[config.mk]
export PLATFORM = sky130hd
export DESIGN_NAME = boxavg_ctrl
export DESIGN_NICKNAME = d
export VERILOG_FILES = /design/src/rtl/core/boxavg_pkg.sv /design/src/rtl/core/boxavg_ctrl.sv
export VERILOG_INCLUDE_DIRS = /design/src /design/src/rtl/core
export SDC_FILE = /design/constraint.sdc
export NUM_CORES = 1
export LEC_CHECK = 0
export BUFFER_PORTS_ARGS = -buffer_cell sky130_fd_sc_hd__buf_4
export CAP_MARGIN = 30
export CELL_PAD_IN_SITES_DETAIL_PLACEMENT = 2
export CELL_PAD_IN_SITES_GLOBAL_PLACEMENT = 2
export CORE_MARGIN = 5
export CORE_UTILIZATION = 23
export DETAILED_ROUTE_END_ITERATION = 6
export GPL_TIMING_DRIVEN = 1
export HOLD_SLACK_MARGIN = 0.03
export PLACE_DENSITY_LB_ADDON = 0.08
export SETUP_SLACK_MARGIN = 0.3
export SLEW_MARGIN = 10
export SYNTH_ARGS = -nofsm -noshare
export SYNTH_HDL_FRONTEND = slang
export SYNTH_SLANG_ARGS = --single-unit
export TNS_END_PERCENT = 20
[constraint.sdc]
create_clock -name i_clk -period 1.5 [get_ports i_clk]
set_input_delay 0.3 -clock i_clk [delete_from_list [all_inputs] [get_ports i_clk]]
set_output_delay 0.3 -clock i_clk [all_outputs]
set_load 0.03 [all_outputs]
[src/rtl/core/assert_macros.svh]
// Assertion macros shared by the box average downscaler RTL.
`ifndef ASSERT_MACROS_SVH
`define ASSERT_MACROS_SVH

// Same-cycle implication, disabled while reset is asserted.
`define ASSERT_IMPLIES(name, clk, rst_n, ante, cons) \
    name: assert property (@(posedge clk) disable iff (!rst_n) (ante) |-> (cons)) \
        else $error("assertion failed: same-cycle implication");

// Next-cycle implication, disabled while reset is asserted.
`define ASSERT_NEXT(name, clk, rst_n, ante, cons) \
    name: assert property (@(posedge clk) disable iff (!rst_n) (ante) |=> (cons)) \
        else $error("assertion failed: next-cycle implication");

`endif

[src/rtl/core/boxavg_pkg.sv]
// Shared types and constants for the box average downscaler.
package boxavg_pkg;

    localparam int PIXEL_OUT_W  = 8;
    localparam int FACTOR_REG_W = 5;
    localparam int DIM_REG_W    = 11;
    localparam int CFG_DATA_W   = 11;
    localparam int CFG_INDEX_W  = 2;

    typedef logic [CFG_INDEX_W-1:0] t_cfg_index;
    localparam t_cfg_index CFG_FACTOR = 2'd0;
    localparam t_cfg_index CFG_WIDTH  = 2'd1;
    localparam t_cfg_index CFG_HEIGHT = 2'd2;

    localparam logic [FACTOR_REG_W-1:0] RST_FACTOR = 5'd1;
    localparam logic [DIM_REG_W-1:0]    RST_WIDTH  = 11'd1024;
    localparam logic [DIM_REG_W-1:0]    RST_HEIGHT = 11'd1024;

    // Operand selection for the shared divider.
    typedef logic [1:0] t_div_sel;
    localparam t_div_sel DIV_SEL_WIDTH  = 2'd0;
    localparam t_div_sel DIV_SEL_HEIGHT = 2'd1;
    localparam t_div_sel DIV_SEL_AVG    = 2'd2;

    typedef struct packed {
        logic     accept;     // input item taken this cycle
        logic     sum;        // add running sum into line store entry
        logic     div_start;
        t_div_sel div_sel;
        logic     latch_w;    // capture width remainder
        logic     latch_h;    // capture height remainder, update size flag
        logic     out_div;    // load quotient into output register
    } t_dp_cmd;

    typedef struct packed {
        logic cfg_wr;     // register write taken this cycle
        logic need_mem;   // current input closes a block column span
        logic emit;       // pending block sum finishes a block
        logic div_done;
        logic out_free;   // output register can take a new item
    } t_dp_sts;

endpackage

[src/rtl/core/boxavg_ctrl.sv]
// Sequencer: input handshake, line store update, divide and size check steps.
`include "assert_macros.svh"

module boxavg_ctrl (
    input  logic                i_clk,
    input  logic                i_rst_n,
    input  logic                i_in_valid,
    output logic                o_in_stall,
    input  boxavg_pkg::t_dp_sts i_sts,
    output boxavg_pkg::t_dp_cmd o_cmd
);

    import boxavg_pkg::*;

    localparam logic [3:0] S_IDLE    = 4'd0;
    localparam logic [3:0] S_LOAD    = 4'd1;
    localparam logic [3:0] S_SUM     = 4'd2;
    localparam logic [3:0] S_DIV     = 4'd3;
    localparam logic [3:0] S_OUT     = 4'd4;
    localparam logic [3:0] S_CHKW_GO = 4'd5;
    localparam logic [3:0] S_CHKW    = 4'd6;
    localparam logic [3:0] S_CHKH_GO = 4'd7;
    localparam logic [3:0] S_CHKH    = 4'd8;

    logic [3:0] r_state;
    logic [3:0] n_state;

    always_comb begin
        n_state    = r_state;
        o_cmd      = '0;
        o_in_stall = 1'b1;
        unique case (r_state)
            S_IDLE: begin
                o_in_stall   = !i_sts.out_free;
                o_cmd.accept = i_in_valid && i_sts.out_free;
                if (o_cmd.accept && i_sts.need_mem) begin
                    n_state = S_LOAD;
                end
            end
            S_LOAD: begin
                n_state = S_SUM;
            end
            S_SUM: begin
                o_cmd.sum     = 1'b1;
                o_cmd.div_sel = DIV_SEL_AVG;
                if (i_sts.emit) begin
                    o_cmd.div_start = 1'b1;
                    n_state         = S_DIV;
                end else begin
                    n_state = S_IDLE;
                end
            end
            S_DIV: begin
                if (i_sts.div_done) begin
                    n_state = S_OUT;
                end
            end
            S_OUT: begin
                if (i_sts.out_free) begin
                    o_cmd.out_div = 1'b1;
                    n_state       = S_IDLE;
                end
            end
            S_CHKW_GO: begin
                o_cmd.div_start = 1'b1;
                o_cmd.div_sel   = DIV_SEL_WIDTH;
                n_state         = S_CHKW;
            end
            S_CHKW: begin
                if (i_sts.div_done) begin
                    o_cmd.latch_w = 1'b1;
                    n_state       = S_CHKH_GO;
                end
            end
            S_CHKH_GO: begin
                o_cmd.div_start = 1'b1;
                o_cmd.div_sel   = DIV_SEL_HEIGHT;
                n_state         = S_CHKH;
            end
            S_CHKH: begin
                if (i_sts.div_done) begin
                    o_cmd.latch_h = 1'b1;
                    n_state       = S_IDLE;
                end
            end
            default: begin
                n_state = S_IDLE;
            end
        endcase
        // any register write restarts the divisibility check
        if (i_sts.cfg_wr) begin
            n_state = S_CHKW_GO;
        end
    end

    always_ff @(posedge i_clk) begin
        if (!i_rst_n) begin
            r_state <= S_IDLE;
        end else begin
            r_state <= n_state;
        end
    end

    `ASSERT_NEXT(a_load_to_sum, i_clk, i_rst_n, r_state == S_LOAD && !i_sts.cfg_wr, r_state == S_SUM)

endmodule

==> flow_summary.toml <==
[outcome]
result_of_the_run = "completed"

[drt]
routed_via_density = 5.233
remaining_antenna_violation_count = 0
dr.pass1.iters = 2
avgRoutedWirePerCell_um = 15.61
routed-via-count = 471
drc_errors = 0
drt_wl_total_mm = 1.405
dr.first_iter.drc_count = 1

[critical_path]
worst_setup_path_startpoint = "r_state[3]"
slowest_cell_delay_on_critical_path_ns = 0.35
largest_driver_fanout_on_the_critical_path = 3
slowest_stage = "dfxtp_4"
r2r_path_end = "r_state[0]"
timing.reg2reg.setup_slack_ns = 0.09
path_buf_inv = 2
critical_path.reg2reg.startpoint = "r_state[0]"
cp_top_family = "flip-flops"
cpMostUsedCell = "buf_6"
reg2reg_depth = 6
worst_setup_path_endpoint = "o_cmd[4]"
worstSetupPathType = "reg2out"
timing.critical_path.cells = "buf_6 > nor2_4 > and3_4 > buf_6"
path_depth = 4
timing.critical_path.required_ns = 1.20
worstSetupStartpointType = "flop"
crit_arrival_ns = 1.19
end_kind = "output port"

[cts]
numCtsBuffers = 3
clock-sinks = 4
cts_root_buf = "clkbuf_4"
htree_num_levels = 1
cts_max_path_buffers = 2
clk_transition_reported_paths_ns = 0.04
cts_tree = "built"
clock_latency_at_the_later_pin_of_the_worst_skew_pair_ns = 0.24

[floorplanning]
fp.dieArea_sq_um = 2581
io-pin-count = 17
initial_core_utilization_pct = 24.84
fp-row-count = 14
core_region_area_sq_um = 1541
die_x_um = 50.80
dieHeight_um = 50.80

[cells_and_area]
largest_registers = "r_state: 4 flops"
antennaDiodeCount = 0
nets = 84
drive_above_1_share_pct = 67.57
final.fill_count = 170
sequential_cell_area_sq_um = 95.09
utilization_pct = 48.13
largest_register_ffs = 4
multi_input_area_sq_um = 349.1
synthToLayoutAreaGrowth_pct = 93.79
final_design_area_no_fill_sq_um = 742.0
top_register = "r_state"

[power]
ir_drop_mv = 0.4177
total_leakage_power_nw = 0.3392
power_density_nw_per_um2 = 775.6

[global_route]
grt_max_degree = 11
first_global_vias = 528
grt_first_pass_wirelength_mm = 2.394
grt_overflow = 0
globalRouteTotalUtil_pct = 12.40
antenna_violations_before_repair = 0

[timing]
skew_ns = 0.0003394
slew_headroom_pct = 81.12
worstMarginPinSlew_ns = 0.2832
rsz0062_at_grt = "true"
slew_viol_final = 0
timing.final.setup_violations = 0
final.min_clock_period_ns = 1.491
post-route-period-util_pct = 99.43
report.final.hold_viol_count = 0
max_freq_mhz = 670.5

[synthesis]
synthMostInstantiatedCell = "nor2_1"
synthesis.yosys.warnings = 0
synth_cell_types = 28
synthCells = 47
fraction_of_the_yosys_area_taken_by_sequential_cells_pct = 20.92
yosys.area.top_type = "dfxtp_1"
post_synth.cell_area_avg_sq_um = 8.146
yosys-top-cells-area = "dfxtp_1 (21%), and3_1 (8.2%), a2111oi_4 (7.2%)"
synth-edff-count = 0
synth-seq-cells = 4
mappedNetlistArea_sq_um = 382.9
synthDominantCellAreaShare_pct = 20.92
synth_async_sr_flop_share_pct = 0
postSynthNetCount = 55
postSynth.topFlopCell = "dfxtp_1"
synthTopCellsByCount = "nor2_1 (7), and3_1 (5), dfxtp_1 (4)"

[placement]
place.gp.congestion = 0.6945
estimated_wirelength_of_the_detail_placed_design_mm = 1.058
port_buffers = 16
dpl_cell_area_sq_um = 575.6

[min_path]
timing.hold.worst.class = "in2reg"

[flow_run]
drv.max_cap_violation_count = 0
[layer usage]
layer | vias up | part of all wire [%] | GRT usage (%) | routed length (um)
li1 | 227 | - | - | -
met1 | 226 | 37 | 12.41 | 522
met2 | 15 | 54 | 22.93 | 753
met3 | 3 | 6.6 | 1.479 | 93
met4 | 0 | 2.6 | 8.936 | 36
met5 | - | 0 | 0 | 0
[power breakdown]
group	total, W	leakage (nW)	internal, W	switching [W]
clock network	0.000136	0.0138	0.0000896	0.0000466
registers	0.000141	0.0356	0.000119	0.0000227
logic	0.000298	0.290	0.000153	0.000145
[worst min path at each step]
stage            start         end  slack, ns  depth (start not counted)
6_report       i_rst_n  r_state[0]       0.36                          2
5_1_grt        i_rst_n  r_state[0]       0.34                          2
4_1_cts        i_rst_n  r_state[0]       0.35                          2
3_5_place_dp   i_rst_n  r_state[0]       0.59                          2
3_3_place_gp   i_rst_n  r_state[0]       0.59                          2
2_1_floorplan  i_rst_n  r_state[0]       0.45                          1
[area by class of cell]
cell class	count	area share, %
Timing Repair Buffer	28	33.39
Sequential cell	4	12.82
Tap cell	16	2.698
Inverter	2	1.012
Clock buffer	3	3.035
Multi-Input combinational cell	37	47.05
[logic make-up after synthesis]
| logic type | synth area share (%) |
|---|---|
| multiplexers | 2.614 |
| flip-flops | 20.92 |
| XOR/XNOR | 2.288 |
| AO/OA/AOI/OAI | 30.07 |
| AND/OR/NAND/NOR | 36.28 |
| buffers and inverters | 7.843 |
[metrics by stage]
stage                     setup slack, ns  cells  total power [W]  TNS (ns)  hold slack (ns)
after detailed placement          0.06140     79        0.0003738         0           0.5947
final                            0.008588     90        0.0005754         0           0.3578
after floorplan                    0.1919     47        0.0003087         0           0.4513
after CTS                        -0.01700     90        0.0005843  -0.01700           0.3477
after global routing             -0.05060     90        0.0006223   -0.1800           0.3398
after global placement            0.09467     79        0.0003684         0           0.5891
[repair_timing]
item / CTS / global route
hold buffers: 0 / 0
endpoints found under the setup margin: 12 / 13
resized for setup: 20 / 4
pin swaps: 12 / 4
setup buffers: 8 / 0
[cells in the final DEF (no fill, tap or decap)]
master / netlist / final
and4b_1: 1 / 1
buf_6: 0 / 11
a211oi_1: 1 / 1
and3_1: 5 / 1
a2111oi_2: 1 / 1
buf_1: 0 / 1
xnor2_2: 0 / 1
nand2b_1: 1 / 1
nand3_4: 0 / 1
mux2i_1: 1 / 1
nor4bb_1: 1 / 1
a2111oi_4: 1 / 1
nor4_1: 1 / 1
nor4b_2: 1 / 1
o21ba_1: 1 / 1
o21a_1: 1 / 1
nand2_1: 1 / 1
a41o_1: 1 / 1
o21ai_1: 1 / 1
a21o_1: 1 / 1
nor2b_4: 0 / 1
nor2_4: 0 / 4
inv_1: 2 / 2
dfxtp_4: 0 / 4
nor3_2: 1 / 1
and4_4: 0 / 1
clkbuf_4: 0 / 3
and3_2: 0 / 1
a21oi_1: 2 / 2
and3_4: 0 / 3
o21ai_0: 3 / 3
buf_4: 1 / 16
nor2_1: 7 / 3
(Power assumes the default switching activity.)
